--- src/design/assert_macros.svh ---
// Assertion macros shared by the frame draw engine RTL.
`ifndef ASSERT_MACROS_SVH
`define ASSERT_MACROS_SVH
`ifndef SYNTHESIS
// Checked property, masked while reset is asserted.
`define PFDE_ASSERT(lbl, clk, rstn, prop) \
  lbl: assert property (@(posedge clk) disable iff (!(rstn)) prop) \
    else $error("%m: check failed");
// Checked property, also evaluated across reset.
`define PFDE_ASSERT_ALWAYS(lbl, clk, prop) \
  lbl: assert property (@(posedge clk) prop) else $error("%m: check failed");
`else
`define PFDE_ASSERT(lbl, clk, rstn, prop)
`define PFDE_ASSERT_ALWAYS(lbl, clk, prop)
`endif
`endif

--- src/design/pfde_pkg.sv ---
// Types, constants and font table of the page frame draw engine.
package pfde_pkg;

  typedef enum logic [2:0] {
    OPC_CLEAR = 3'd0,
    OPC_POINT = 3'd1,
    OPC_LINE  = 3'd2,
    OPC_GLYPH = 3'd3,
    OPC_READ  = 3'd4
  } opcode_t;

  typedef enum logic [1:0] {
    KIND_CLEAR,
    KIND_DRAW,
    KIND_READ,
    KIND_NONE
  } kind_t;

  typedef enum logic [2:0] {
    ST_CLEAR,
    ST_IDLE,
    ST_DECODE,
    ST_STEP,
    ST_READ,
    ST_WRITE,
    ST_FINISH
  } state_t;

  typedef struct packed {
    logic load;
    logic init;
    logic step;
    logic rd;
    logic wr;
    logic clr_run;
    logic finish;
  } ctl_t;

  typedef struct packed {
    kind_t kind;
    logic  last;
    logic  clr_last;
  } sts_t;

  localparam int FIRST_CODE   = 32;
  localparam int LAST_CODE    = 126;
  localparam int GLYPHS       = 95;
  localparam int GLYPH_WIDTH  = 8;
  localparam int GLYPH_BYTES  = 16;
  localparam int CW           = 11;  // signed coordinate width
  localparam int EW           = 13;  // signed line error term width

  // Byte j of a glyph sits at bits [(15-j)*8 +: 8]; bytes 0..7 are the upper
  // half columns, bytes 8..15 the lower half.
  localparam logic [127:0] FONT_ROM [GLYPHS] = '{
    128'h00000000_00000000_00000000_00000000,
    128'h000000F8_00000000_00000033_00000000,
    128'h00100C02_100C0200_00000000_00000000,
    128'h0040C078_40C07800_00043F04_043F0400,
    128'h00708888_FC083000_00182020_FF211E00,
    128'hF008F080_60180000_00310C03_1E211E00,
    128'h00F00888_70000000_1E21232C_19272110,
    128'h00120E00_00000000_00000000_00000000,
    128'h000000E0_18040200_00000007_18204000,
    128'h00020418_E0000000_00402018_07000000,
    128'h404080F0_80404000_0202010F_01020200,
    128'h00000000_E0000000_00010101_0F010101,
    128'h00000000_00000000_00907000_00000000,
    128'h00000000_00000000_00010101_01010100,
    128'h00000000_00000000_00303000_00000000,
    128'h00000000_C0380400_00601807_00000000,
    128'h00E01008_0810E000_000F1020_20100F00,
    128'h00001010_F8000000_00002020_3F202000,
    128'h00700808_0808F000_00302824_22213000,
    128'h00300808_08887000_00182021_21221C00,
    128'h00008040_30F80000_00060524_243F2424,
    128'h00F88888_88080800_00192020_20110E00,
    128'h00E01088_88900000_000F1120_20201F00,
    128'h00180808_88681800_0000003E_01000000,
    128'h00708808_08887000_001C2221_21221C00,
    128'h00F00808_0810E000_00011222_22110F00,
    128'h000000C0_C0000000_00000030_30000000,
    128'h00000080_00000000_000000E0_00000000,
    128'h00008040_20100800_00010204_08102000,
    128'h00404040_40404000_00020202_02020200,
    128'h00081020_40800000_00201008_04020100,
    128'h00704808_08887000_00000030_37000000,
    128'hC030C828_E810E000_07182728_2F281700,
    128'h0000C038_E0000000_203C2302_02273820,
    128'h08F88888_88700000_203F2020_20110E00,
    128'hC0300808_08083800_07182020_20100800,
    128'h08F80808_0810E000_203F2020_20100F00,
    128'h08F88888_E8081000_203F2020_23201800,
    128'h08F88888_E8081000_203F2000_03000000,
    128'hC0300808_08380000_07182020_221E0200,
    128'h08F80800_0008F808_203F2101_01213F20,
    128'h000808F8_08080000_0020203F_20200000,
    128'h00000808_F8080800_C0808080_7F000000,
    128'h08F888C0_28180800_203F2001_26382000,
    128'h08F80800_00000000_203F2020_20203000,
    128'h08F8F800_F8F80800_203F013E_013F2000,
    128'h08F830C0_0008F808_203F2000_07183F00,
    128'hE0100808_0810E000_0F102020_20100F00,
    128'h08F80808_0808F000_203F2101_01010000,
    128'hE0100808_0810E000_0F102828_30504F00,
    128'h08F88888_88887000_203F2000_030C3020,
    128'h00708808_08083800_00382021_21221C00,
    128'h180808F8_08081800_0000203F_20000000,
    128'h08F80800_0008F808_001F2020_20201F00,
    128'h08788800_00C83808_00000738_0E010000,
    128'h08F800F8_00F80800_00033E01_3E030000,
    128'h08186880_80681808_20302C03_032C3020,
    128'h0838C800_C8380800_0000203F_20000000,
    128'h10080808_C8380800_20382621_20201800,
    128'h000000FE_02020200_0000007F_40404000,
    128'h000438C0_00000000_00000001_0638C000,
    128'h00020202_FE000000_00404040_7F000000,
    128'h00000402_02040000_00000000_00000000,
    128'h00000000_00000000_80808080_80808080,
    128'h00020204_00000000_00000000_00000000,
    128'h00008080_80000000_00192424_123F2000,
    128'h10F00080_80000000_003F1120_20110E00,
    128'h00000080_80800000_000E1120_20201100,
    128'h00008080_8090F000_001F2020_20103F20,
    128'h00008080_80800000_001F2424_24241700,
    128'h008080E0_90902000_0020203F_20200000,
    128'h00008080_80808000_006B9494_94936000,
    128'h10F00080_80800000_203F2100_00203F20,
    128'h00809898_00000000_0020203F_20200000,
    128'h00000080_98980000_00C08080_807F0000,
    128'h10F00000_80808000_203F2406_29302000,
    128'h001010F8_00000000_0020203F_20200000,
    128'h80808080_80808000_203F2000_3F20003F,
    128'h80800080_80800000_203F2100_00203F20,
    128'h00008080_80800000_001F2020_20201F00,
    128'h80800080_80000000_80FF9120_20110E00,
    128'h00000080_80008000_000E1120_2091FF80,
    128'h80808000_80808000_20203F21_20000100,
    128'h00008080_80808000_00332424_24241900,
    128'h008080E0_80800000_0000001F_20201000,
    128'h80800000_00808000_001F2020_20103F20,
    128'h80808000_80808000_00030C30_0C030000,
    128'h80800080_80008080_010E300C_07380601,
    128'h00808080_00808000_0020310E_2E312000,
    128'h80808000_00808080_00818678_18060100,
    128'h00808080_80808000_0021302C_22213000,
    128'h00000000_00FC0202_00000000_013E4040,
    128'h00000000_FF000000_00000000_FF000000,
    128'h0202FC00_00000000_40403E01_00000000,
    128'h00020102_02040200_00000000_00000000
  };

endpackage

--- src/design/pfde_ctrl.sv ---
// Sequencer of the draw engine: clear sweep, per-byte read-modify-write, reply.
module pfde_ctrl (
  input  logic            clk,
  input  logic            rst_n,
  input  logic            in_valid,
  output logic            in_ready,
  output logic            out_valid,
  input  logic            out_ready,
  input  pfde_pkg::sts_t  sts,
  output pfde_pkg::ctl_t  ctl
);
  pfde_pkg::state_t state_r, state_nxt;
  logic reply_r, reply_nxt;
  logic out_valid_r, out_valid_nxt;
  logic slot_free;

  assign slot_free = !out_valid_r || out_ready;

  always_ff @(posedge clk) begin
    if (!rst_n) begin
      state_r     <= pfde_pkg::ST_CLEAR;
      reply_r     <= 1'b0;
      out_valid_r <= 1'b0;
    end else begin
      state_r     <= state_nxt;
      reply_r     <= reply_nxt;
      out_valid_r <= out_valid_nxt;
    end
  end

  // next state
  always_comb begin
    state_nxt = state_r;
    unique case (state_r)
      pfde_pkg::ST_CLEAR: begin
        if (sts.clr_last) begin
          state_nxt = reply_r ? pfde_pkg::ST_FINISH : pfde_pkg::ST_IDLE;
        end
      end
      pfde_pkg::ST_IDLE: begin
        if (in_valid) begin
          state_nxt = pfde_pkg::ST_DECODE;
        end
      end
      pfde_pkg::ST_DECODE: begin
        unique case (sts.kind)
          pfde_pkg::KIND_CLEAR: state_nxt = pfde_pkg::ST_CLEAR;
          pfde_pkg::KIND_DRAW,
          pfde_pkg::KIND_READ:  state_nxt = pfde_pkg::ST_STEP;
          default:              state_nxt = pfde_pkg::ST_FINISH;
        endcase
      end
      pfde_pkg::ST_STEP: state_nxt = pfde_pkg::ST_READ;
      pfde_pkg::ST_READ: begin
        state_nxt = (sts.kind == pfde_pkg::KIND_READ) ? pfde_pkg::ST_FINISH
                                                      : pfde_pkg::ST_WRITE;
      end
      pfde_pkg::ST_WRITE: begin
        state_nxt = sts.last ? pfde_pkg::ST_FINISH : pfde_pkg::ST_STEP;
      end
      pfde_pkg::ST_FINISH: begin
        if (slot_free) begin
          state_nxt = pfde_pkg::ST_IDLE;
        end
      end
      default: state_nxt = pfde_pkg::ST_IDLE;
    endcase
  end

  // reply flag and output valid
  always_comb begin
    reply_nxt     = reply_r;
    out_valid_nxt = out_valid_r && !out_ready;
    if (state_r == pfde_pkg::ST_DECODE) begin
      reply_nxt = 1'b1;
    end
    if ((state_r == pfde_pkg::ST_FINISH) && slot_free) begin
      reply_nxt     = 1'b0;
      out_valid_nxt = 1'b1;
    end
  end

  // outputs
  always_comb begin
    in_ready = 1'b0;
    ctl      = '0;
    unique case (state_r)
      pfde_pkg::ST_CLEAR:  ctl.clr_run = 1'b1;
      pfde_pkg::ST_IDLE: begin
        in_ready = 1'b1;
        ctl.load = in_valid;
      end
      pfde_pkg::ST_DECODE: ctl.init = 1'b1;
      pfde_pkg::ST_STEP:   ctl.step = 1'b1;
      pfde_pkg::ST_READ:   ctl.rd   = 1'b1;
      pfde_pkg::ST_WRITE:  ctl.wr   = 1'b1;
      pfde_pkg::ST_FINISH: ctl.finish = slot_free;
      default: begin
        in_ready = 1'b0;
      end
    endcase
  end

  assign out_valid = out_valid_r;
endmodule

--- config.mk ---
export PLATFORM = sky130hd
export DESIGN_NAME = pfde_ctrl
export DESIGN_NICKNAME = d
export VERILOG_FILES = /design/src/design/assert_macros.svh /design/src/design/pfde_pkg.sv /design/src/design/pfde_ctrl.sv
export SDC_FILE = /design/constraint.sdc
export NUM_CORES = 1
export LEC_CHECK = 0
export ABC_CLOCK_PERIOD_IN_PS = 1700
export BUFFER_PORTS_ARGS = -buffer_cell sky130_fd_sc_hd__clkbuf_2
export CORE_MARGIN = 2
export CORE_UTILIZATION = 30
export DETAILED_ROUTE_END_ITERATION = 12
export PLACE_DENSITY = 0.54
export RECOVER_POWER = 50
export SKIP_LAST_GASP = 1
export SLEW_MARGIN = 20
export SYNTH_ARGS = -nofsm -noshare
export SYNTH_HDL_FRONTEND = slang
export SYNTH_SLANG_ARGS = --single-unit
export TNS_END_PERCENT = 20
--- constraint.sdc ---
create_clock -name clk -period 1.7 [get_ports clk]
set_input_delay 0.255 -clock clk [delete_from_list [all_inputs] [get_ports clk]]
set_output_delay 0.255 -clock clk [all_outputs]
set_load 0.01 [all_outputs]
==> reports/metrics.csv, run 1 <==
stage,metric,value,unit
detailed_routing,drt via density,4.94,
logic_synthesis,"area leader, netlist",dfxtp_1,
logic_synthesis,post-synthesis compound-gate area fraction,21.7,%
logic_synthesis,Post-synth ARST share,0,%
logic_synthesis,Synth area leaders,"dfxtp_1 23%, ha_1 8.7%, nor2_1 5.2%, nor3b_1 5.2%, a21oi_1 4.6%",
power_and_ir_drop,switch share,37.5,%
detailed_routing,Final ANT Viol Nets,0,
floorplan,# IOs,17,
logic_synthesis,synth warn,0,
floorplan,Row Count,13,
cells_and_area,Syn-to-layout area delta,22.9,%
cells_and_area,area occupied by registers,103,sq um
critical_path,CP max stage delay,450,ps
cells_and_area,Multi-input gate area,294,sq um
flow_run,Max-cap violations,0,
power_and_ir_drop,P_leak,0.000244,uW
logic_synthesis,mux share of post-synthesis cell area,2.32,%
cts,H-tree Lvls,1,
logic_synthesis,Synth cell types,27,
placement,gpl congestion,0.751,
floorplan,Die Height,41.9,um
power_and_ir_drop,worst vdd ir,436,uV
placement,PortBufs,16,
placement,dpl ws,184,ps
floorplan,Initial Utilization,32.8,%
cts,clk root buf,clkbuf_4,
critical_path,Worst EP required,1440,ps
critical_path,CP max-delay cell,dfxtp_2,
cells_and_area,final cell count without fillers,85,
timing,crit share post-route,92.3,%
cts,TritonCTS clock tree,yes,
timing,minimum clock period after layout,1570,ps
cts,"Reg clk slew, reported paths",40,ps
global_routing,total global routing track utilization,11.3,%
detailed_routing,WL final,983,um
power_and_ir_drop,Comb power frac,37.2,%
logic_synthesis,Synth Area in XOR/XNOR,0,%
cts,CTS Buf Count,3,
cts,CTS Buffer Depth,2,
logic_synthesis,Mapped Cells,53,
power_and_ir_drop,Power Dens Cells,984,mW/mm^2
logic_synthesis,Post-synth top flop,dfxtp_1,
global_routing,initial antenna violation count,0,
critical_path,crit end category,primary output,
timing,Final WS setup,132,ps
critical_path,CP bufs+invs,1,
detailed_routing,drt wl/cell,11.6,um
timing,RSZ-0062 raised after global routing,false,
critical_path,"Cell Chain, Critical Path",nor2b_2 > nor2b_1 > clkbuf_2,
logic_synthesis,Post-synth EDFFs,0,
critical_path,CP arrival,1310,ps
detailed_routing,DRT iter0 DRCs,6,
cells_and_area,FILL cells,161,
logic_synthesis,syn avg cell area,8.14,sq um
timing,Setup-failing EPs final,0,
logic_synthesis,"Seq/Total Area, Yosys",23.2,%
cells_and_area,# nets final,82,
cells_and_area,fraction of layout cells with a size suffix above 1,35.7,%
logic_synthesis,top-count cell post-synth,nor2_1,
global_routing,"Remaining Overflow, GRT",0,
logic_synthesis,top cell type's share of synthesized area,23.2,%
global_routing,number of global-route vias before repair,377,
global_routing,largest net degree at the start of global routing,16,
placement,placed cells,81,
logic_synthesis,Synth Cell Area,432,sq um
detailed_routing,DRC violation count after routing,0,
floorplan,Die Wd,41.9,um
global_routing,wire length of the first global-routing pass,1550,um
timing,Final Skew,0.980,ps
cts,Num Clock Sinks,5,
timing,Max-slew headroom,70.5,%
logic_synthesis,synthesis-stage register bit count,5,
detailed_routing,vias,420,
timing,setup tns final,0,ps
logic_synthesis,post-synthesis adder-cell area fraction,8.70,%
power_and_ir_drop,Sw Pwr,196,uW
critical_path,CP Launch Type,flop,
logic_synthesis,post-synthesis simple-gate area fraction,35.9,%
cts,clk_lat worst skew,240,ps
logic_synthesis,Mapped Nets,64,
cells_and_area,diode count,0,
hold_path,HP Class,in -> reg,
placement,HPWL after DPL,752,um
detailed_routing,first-pass iteration count of the detailed router,4,
floorplan,die area,0.00176,sq mm
power_and_ir_drop,Int Power,326,uW
power_and_ir_drop,Flop pwr share,36.5,%
critical_path,"critical path fanouts, max",13,
floorplan,Core ar.,0.00132,sq mm
logic_synthesis,largest family of logic cells by synthesized area,simple AND/OR/NAND/NOR gates,
critical_path,CP top delay family,simple AND/OR/NAND/NOR gates,
power_and_ir_drop,clock power share,26.3,%
timing,f_max,0.638,GHz
timing,Worst Max-Slew Pin Slew,442,ps
power_and_ir_drop,overall power,522,uW
timing,fin. max-slew vios,0,
critical_path,Crit Path Category,reg -> out,
cts,CTS Hold Bufs,0,
timing,Final Hold Vio Count,0,
timing,Fin Hold WS,300,ps
logic_synthesis,Synth top cells by count,"6 x nor2_1, 5 x dfxtp_1, 4 x a21oi_1",
status,status,finished clean,
-- registers in the layout (all words and copies together), names as in the netlist --
| register | cells |
|---|---|
| out_valid | 1 |
| state_r | 3 |
| reply_r | 1 |
-- repair_timing --
action	in CTS	in global routing
resized for setup	1	1
pin swaps	0	0
endpoints found under the setup margin	1	1
gates cloned	0	0
buffers inserted	0	0
endpoints found under the hold margin	0	0
-- power groups by stage --
stage,combinational [uW],sequential [uW],clock (uW)
final,194,191,137
after global routing,217,196,151
after CTS,200,190,143
after detailed placement,199,191,0
after global placement,198,190,0
after floorplan,189,152,0
-- path summary, 6_finish.rpt --
check / start / depth (start not counted) / end / slack [ps]
hold / removal: rst_n / 2 / reply_r / 300
setup / recovery: state_r[1] / 3 / ctl[5] / 130
setup reg to reg: state_r[0] / 4 / state_r[2] / 310
hold reg to reg: out_valid / 2 / out_valid / 540
-- layout by cell type, fill, tap and decap left out, drive strengths merged --
master	synthesis	layout
nand2b	2	2
nor4b	1	1
dfxtp	5	5
nor2	6	6
a21boi	2	2
inv	3	3
and3	3	3
and4bb	1	1
o21ai	3	3
a22o	2	2
nor3b	3	3
nor3	2	2
ha	3	3
nor2b	3	3
nand2	2	2
mux2i	1	1
clkbuf	0	20
a21oi	4	4
o22ai	2	2
o21a	1	1
and2b	1	1
-- per-stage QoR --
| step | cell area, sq um | util [%] |
|---|---|---|
| 6_report | 531 | 40.3 |
| 4_1_cts | 534 | 40.6 |
| 5_1_grt | 531 | 40.3 |
| 2_1_floorplan | 432 | - |
| 3_5_place_dp | 507 | 38.5 |
| 3_3_place_gp | 507 | 38.5 |
-- routing by layer --
| layer | vias up | wire, um | global-route usage, % |
|---|---|---|---|
| met5 | - | 0 | 0 |
| met4 | 0 | 0 | 1.94 |
| met3 | 0 | 43 | 5.65 |
| met2 | 9 | 434 | 16.9 |
| met1 | 190 | 505 | 14.6 |
| li1 | 221 | - | - |
-- logic make-up after synthesis --
| logic type | count (synthesis) |
|---|---|
| AO/OA/AOI/OAI | 14 |
| flip-flops | 5 |
| multiplexers | 1 |
| adder cells (fa/ha/maj) | 3 |
| AND/OR/NAND/NOR | 24 |
| buffers and inverters | 6 |
-- cell type report --
cell class,instances,share of cell area [%]
clock buffer,4,4.95
inverter,3,2.12
multi-input combinational,42,55.4
sequential,5,19.3
tap,15,3.54
timing repair buffer,16,14.6
Power figures use the tool's default switching activity.
==> run 2: changes to the inputs <==
--- a/config.mk
+++ b/config.mk
@@ -12,6 +12,7 @@
 export DETAILED_ROUTE_END_ITERATION = 12
 export PLACE_DENSITY = 0.54
 export RECOVER_POWER = 50
+export SETUP_SLACK_MARGIN = 0.15
 export SKIP_LAST_GASP = 1
 export SLEW_MARGIN = 20
 export SYNTH_ARGS = -nofsm -noshare
==> reports/metrics.csv, run 2 (synthesized netlist as in run 1, its figures left out) <==
stage,metric,value,unit,change
detailed_routing,Final ANT Viol Nets,0,,unchanged
cells_and_area,Largest Register,state_r,,unchanged
critical_path,Crit Path Category,reg -> out,,unchanged
global_routing,number of global-route vias before repair,377,,unchanged
critical_path,CP arrival,1260,ps,was 1310 ps
detailed_routing,DRC violation count after routing,0,,unchanged
cells_and_area,fraction of layout cells with a size suffix above 1,37.1,%,was 35.7%
critical_path,CP max stage delay,450,ps,about the same
detailed_routing,first-pass iteration count of the detailed router,4,,unchanged
cts,clk root buf,clkbuf_4,,unchanged
timing,Setup-failing EPs final,0,,unchanged
detailed_routing,DRT iter0 DRCs,7,,was 6
power_and_ir_drop,Power Dens Cells,982,mW/mm^2,was 984 mW/mm^2
cts,"Reg clk slew, reported paths",40,ps,about the same
placement,gpl congestion,0.751,,unchanged
detailed_routing,vias,426,,was 420
cells_and_area,Syn-to-layout area delta,24.6,%,was 22.9%
power_and_ir_drop,P_leak,0.000248,uW,was 0.000244 uW
power_and_ir_drop,overall power,528,uW,was 522 uW
timing,Final Skew,0.121,ps,was 0.980 ps
cts,postcts setup bufs,0,,unchanged
critical_path,CP bufs+invs,1,,unchanged
critical_path,R2R cell count,4,,unchanged
timing,Worst Max-Slew Pin Slew,265,ps,was 442 ps
cells_and_area,"commonest non-fill, non-tap cell in the layout",clkbuf_2,,unchanged
critical_path,"critical path fanouts, max",13,,unchanged
flow_run,Max-cap violations,0,,unchanged
floorplan,Initial Utilization,32.8,%,unchanged
cts,TritonCTS clock tree,yes,,unchanged
cells_and_area,FILL cells,159,,was 161
floorplan,Core ar.,0.00132,sq mm,unchanged
cts,H-tree Lvls,1,,unchanged
placement,PortBufs,16,,unchanged
global_routing,largest net degree at the start of global routing,16,,unchanged
floorplan,Die Wd,41.9,um,unchanged
cts,Num Clock Sinks,5,,unchanged
critical_path,CP top delay family,flip-flops,,was simple AND/OR/NAND/NOR gates
timing,f_max,0.660,GHz,was 0.638 GHz
timing,fin. max-slew vios,0,,unchanged
critical_path,CP max-delay cell,dfxtp_2,,unchanged
critical_path,crit end category,primary output,,unchanged
critical_path,critical path depth,3,,unchanged
global_routing,met2 GRT Util,16.9,%,unchanged
timing,crit share post-route,89.1,%,was 92.3%
floorplan,die area,0.00176,sq mm,unchanged
cells_and_area,diode count,0,,unchanged
critical_path,CP Launch Type,flop,,unchanged
timing,Max-slew headroom,82.3,%,was 70.5%
placement,placed cells,81,,unchanged
cts,CTS Buf Count,3,,unchanged
cells_and_area,# nets final,82,,unchanged
global_routing,grt met1 use,14.6,%,unchanged
status,status,finished clean,,unchanged
detailed_routing,WL final,976,um,was 983 um
timing,Final Hold Vio Count,0,,unchanged
hold_path,WHS Path Cells,2,,unchanged
global_routing,GRT Max-Usage Layer,met2,,unchanged
timing,setup tns final,0,ps,unchanged
power_and_ir_drop,worst vdd ir,433,uV,was 436 uV
cts,clk_lat worst skew,240,ps,about the same
cts,CTS Buffer Depth,2,,unchanged
floorplan,Die Height,41.9,um,unchanged
placement,HPWL after DPL,752,um,unchanged
global_routing,initial antenna violation count,0,,unchanged
timing,minimum clock period after layout,1520,ps,was 1570 ps
hold_path,HP Class,in -> reg,,unchanged
global_routing,wire length of the first global-routing pass,1550,um,unchanged
cells_and_area,final cell count without fillers,85,,unchanged
critical_path,"Cell Chain, Critical Path",nor2b_4 > nor2b_1 > clkbuf_2,,was nor2b_2 > nor2b_1 > clkbuf_2
global_routing,met3 Use GR,5.65,%,unchanged
cells_and_area,"commonest non-fill, non-tap cells in the layout","15 x clkbuf_2, 6 x nor2_1, 4 x a21oi_1",,"was 14 x clkbuf_2, 6 x nor2_1, 4 x a21oi_1"
timing,RSZ-0062 raised after global routing,true,,was false
floorplan,Row Count,13,,unchanged
timing,Final WS setup,184,ps,was 132 ps
detailed_routing,drt via density,5.01,,was 4.94
cells_and_area,flip-flop count of the largest register after layout,3,,unchanged
timing,Fin Hold WS,300,ps,about the same
critical_path,Worst EP required,1440,ps,about the same
detailed_routing,drt wl/cell,11.5,um,was 11.6 um
floorplan,# IOs,17,,unchanged
placement,dpl ws,184,ps,unchanged
global_routing,"Remaining Overflow, GRT",0,,unchanged
global_routing,total global routing track utilization,11.3,%,unchanged
## run 2: cell types whose count changed in the layout (fill, tap and decap cells not counted)
cell	change
inv_2	-1
nor2b_2	-1
clkbuf_1	-1
nor2b_4	+1
inv_1	+1
dfxtp_2	+1
dfxtp_1	-1
clkbuf_2	+1
## run 2: repair_timing
action / in CTS / in global routing
resized for setup: 2 / 2
endpoints found under the setup margin: 4 / 4
hold buffers: 0 / 0
hold endpoints to repair: 0 / 0
## run 2: final timing paths
kind	start	end	slack (ps)
worst max-delay path	state_r[1]	ctl[5]	180
worst min-delay path	rst_n	reply_r	300
worst max register to register	state_r[1]	state_r[0]	370
worst min register to register	out_valid	out_valid	540
## run 2: routing by layer
layer / routed length, um / up-vias
li1: - / 222
met1: 477 / 193
met2: 447 / 11
met3: 52 / 0
met4: 0 / 0
met5: 0 / -
## run 2: cell type report
cell class	count	area (sq um)	area share, %
Inverter	3	11.3	2.09
Multi-Input combinational cell	42	299	55.6
Clock buffer	4	26.3	4.88
Timing Repair Buffer	16	78.8	14.7
Tap cell	15	18.8	3.49
Sequential cell	5	104	19.3
## run 2: per-stage QoR
step	cell area (sq um)	utilization [%]
6_report	538	40.8
5_1_grt	538	40.8
4_1_cts	536	40.6
3_5_place_dp	507	38.5
3_3_place_gp	507	38.5
2_1_floorplan	432	-
## run 2: report_power, final
group / switching, uW / internal, uW
registers: 54.3 / 139
clock network: 47.3 / 88.7
logic: 93.8 / 105
==> run 3: changes to the inputs <==
--- a/config.mk
+++ b/config.mk
@@ -7,10 +7,10 @@
 export LEC_CHECK = 0
 export ABC_CLOCK_PERIOD_IN_PS = 1700
 export BUFFER_PORTS_ARGS = -buffer_cell sky130_fd_sc_hd__clkbuf_2
-export CORE_MARGIN = 2
-export CORE_UTILIZATION = 30
+export CORE_AREA = 2 2 39 41
 export DETAILED_ROUTE_END_ITERATION = 12
-export PLACE_DENSITY = 0.54
+export DIE_AREA = 0 0 41 43
+export PLACE_DENSITY = 0.57
 export RECOVER_POWER = 50
 export SETUP_SLACK_MARGIN = 0.15
 export SKIP_LAST_GASP = 1
==> reports/metrics.csv, run 3 (synthesized netlist as in run 1, its figures left out) <==
stage,metric,value,unit,change
detailed_routing,drt wl/cell,11.0,um,was 11.5 um
power_and_ir_drop,clock power share,25.6,%,was 25.7%
power_and_ir_drop,Sw Pwr,196,uW,was 195 uW
critical_path,CP max-delay cell,dfxtp_4,,was dfxtp_2
power_and_ir_drop,worst vdd ir,414,uV,was 433 uV
critical_path,Worst Setup SP,state_r[1],,unchanged
critical_path,Worst EP required,1440,ps,about the same
cts,CTS Buffer Depth,2,,unchanged
floorplan,die area,0.00176,sq mm,about the same
timing,f_max,0.694,GHz,was 0.660 GHz
global_routing,"Remaining Overflow, GRT",0,,unchanged
detailed_routing,DRC violation count after routing,0,,unchanged
detailed_routing,vias,423,,was 426
cts,Num Clock Sinks,5,,unchanged
cts,clk_lat worst skew,240,ps,about the same
cells_and_area,final cell count without fillers,86,,was 85
critical_path,CP top delay family,flip-flops,,unchanged
timing,Final Skew,5.30,ps,was 0.121 ps
detailed_routing,first-pass iteration count of the detailed router,5,,was 4
floorplan,# IOs,17,,unchanged
timing,fin. max-slew vios,0,,unchanged
power_and_ir_drop,switch share,36.7,%,was 37.0%
timing,Worst Max-Slew Pin Slew,278,ps,was 265 ps
floorplan,Core ar.,0.00138,sq mm,was 0.00132 sq mm
cts,CTS Buf Count,3,,unchanged
power_and_ir_drop,Power Dens Cells,976,mW/mm^2,was 982 mW/mm^2
detailed_routing,DRT iter0 DRCs,5,,was 7
critical_path,worst reg2reg startpoint,state_r[1],,unchanged
timing,RSZ-0062 raised after global routing,true,,unchanged
hold_path,HP Start,rst_n,,unchanged
critical_path,"critical path fanouts, max",13,,unchanged
power_and_ir_drop,Int Power,338,uW,was 333 uW
floorplan,Initial Utilization,31.2,%,was 32.8%
placement,PortBufs,16,,unchanged
timing,minimum clock period after layout,1440,ps,was 1520 ps
placement,dpl ws,162,ps,was 184 ps
critical_path,CP Launch Type,flop,,unchanged
timing,crit share post-route,84.8,%,was 89.1%
global_routing,largest net degree at the start of global routing,16,,unchanged
global_routing,wire length of the first global-routing pass,1500,um,was 1550 um
global_routing,number of global-route vias before repair,344,,was 377
critical_path,CP max stage delay,410,ps,was 450 ps
detailed_routing,drt via density,4.92,,was 5.01
global_routing,total global routing track utilization,13.0,%,was 11.3%
critical_path,Crit Path Category,reg -> out,,unchanged
timing,Final Hold Vio Count,0,,unchanged
timing,Setup-failing EPs final,0,,unchanged
timing,Fin Hold WS,304,ps,was 300 ps
placement,placed cells,82,,was 81
floorplan,Die Height,43,um,was 41.9 um
cells_and_area,flip-flop count of the largest register after layout,3,,unchanged
cts,"Reg clk slew, reported paths",50,ps,was 40 ps
power_and_ir_drop,Comb power frac,37.3,%,was 37.6%
critical_path,"Cell Chain, Critical Path",nor2b_4 > nor2b_1 > clkbuf_2,,unchanged
hold_path,HP Class,in -> reg,,unchanged
detailed_routing,Final ANT Viol Nets,0,,unchanged
critical_path,crit end category,primary output,,unchanged
status,status,finished clean,,unchanged
cells_and_area,"commonest non-fill, non-tap cell in the layout",clkbuf_2,,unchanged
cells_and_area,fraction of layout cells with a size suffix above 1,40.0,%,was 37.1%
cells_and_area,diode count,0,,unchanged
cells_and_area,Util after Layout,39.5,%,was 40.8%
placement,gpl congestion,0.688,,was 0.751
power_and_ir_drop,P_leak,0.000249,uW,was 0.000248 uW
cts,clk root buf,clkbuf_4,,unchanged
timing,setup tns final,0,ps,unchanged
cts,TritonCTS clock tree,yes,,unchanged
cts,H-tree Lvls,1,,unchanged
placement,HPWL after DPL,727,um,was 752 um
power_and_ir_drop,Flop pwr share,37.1,%,was 36.6%
cells_and_area,"commonest non-fill, non-tap cells in the layout","15 x clkbuf_2, 6 x nor2_1, 4 x a21oi_1",,unchanged
critical_path,CP arrival,1190,ps,was 1260 ps
cells_and_area,Largest Register,state_r,,unchanged
timing,Final WS setup,258,ps,was 184 ps
detailed_routing,WL final,943,um,was 976 um
floorplan,Die Wd,41,um,was 41.9 um
cells_and_area,Syn-to-layout area delta,26.7,%,was 24.6%
timing,Max-slew headroom,81.5,%,was 82.3%
floorplan,Row Count,14,,was 13
cts,postcts setup bufs,0,,unchanged
flow_run,Max-cap violations,0,,unchanged
cells_and_area,FILL cells,151,,was 159
cells_and_area,# nets final,82,,unchanged
global_routing,initial antenna violation count,0,,unchanged
critical_path,CP bufs+invs,1,,unchanged
## run 3: cell types whose count changed in the layout (fill, tap and decap cells not counted)
cell / delta
nor2b_2: +1
dfxtp_2: -2
nor2b_1: -1
inv_1: -1
dfxtp_4: +2
inv_2: +1
## run 3: layout make-up
class | count | area [sq um] | share of cell area, %
multi-input cells | 42 | 302 | 55.1
flip-flops and latches | 5 | 109 | 19.9
repair buffers | 16 | 78.8 | 14.4
clock buffers | 4 | 26.3 | 4.81
well taps | 16 | 20.0 | 3.66
inverters | 3 | 11.3 | 2.06
## run 3: path summary, 6_finish.rpt
path | endpoint | slack (ps) | depth (start not counted)
setup / recovery | ctl[5] | 260 | 3
hold / removal | reply_r | 300 | 2
setup reg to reg | state_r[0] | 440 | 4
hold reg to reg | out_valid | 540 | 2
## run 3: per-layer routing
metal | wire [um] | vias up | global-route usage, %
met5 | 0 | - | 0
met1 | 479 | 189 | 17.6
met4 | 13 | 0 | 6.00
met3 | 41 | 2 | 7.85
met2 | 408 | 10 | 15.9
li1 | - | 222 | -
## run 3: metrics by stage
stage	area, sq um	power [uW]
after global routing	547	581
after floorplan	432	341
final	547	534
after detailed placement	508	389
after CTS	537	533
after global placement	508	387
## run 3: repair_timing
| item | 4_1_cts | 5_1_grt |
|---|---|---|
| hold buffers | 0 | 0 |
| endpoints found under the hold margin | 0 | 0 |
| setup endpoints to repair | 5 | 4 |
| gates resized for setup | 2 | 4 |
## run 3: power groups by stage
| stage | Combinational, uW | Sequential (uW) | Clock (uW) |
|---|---|---|---|
| after floorplan | 189 | 152 | 0 |
| after global placement | 197 | 189 | 0 |
| after detailed placement | 199 | 190 | 0 |
| after CTS | 199 | 189 | 144 |
| after global routing | 226 | 203 | 151 |
| final | 199 | 198 | 137 |
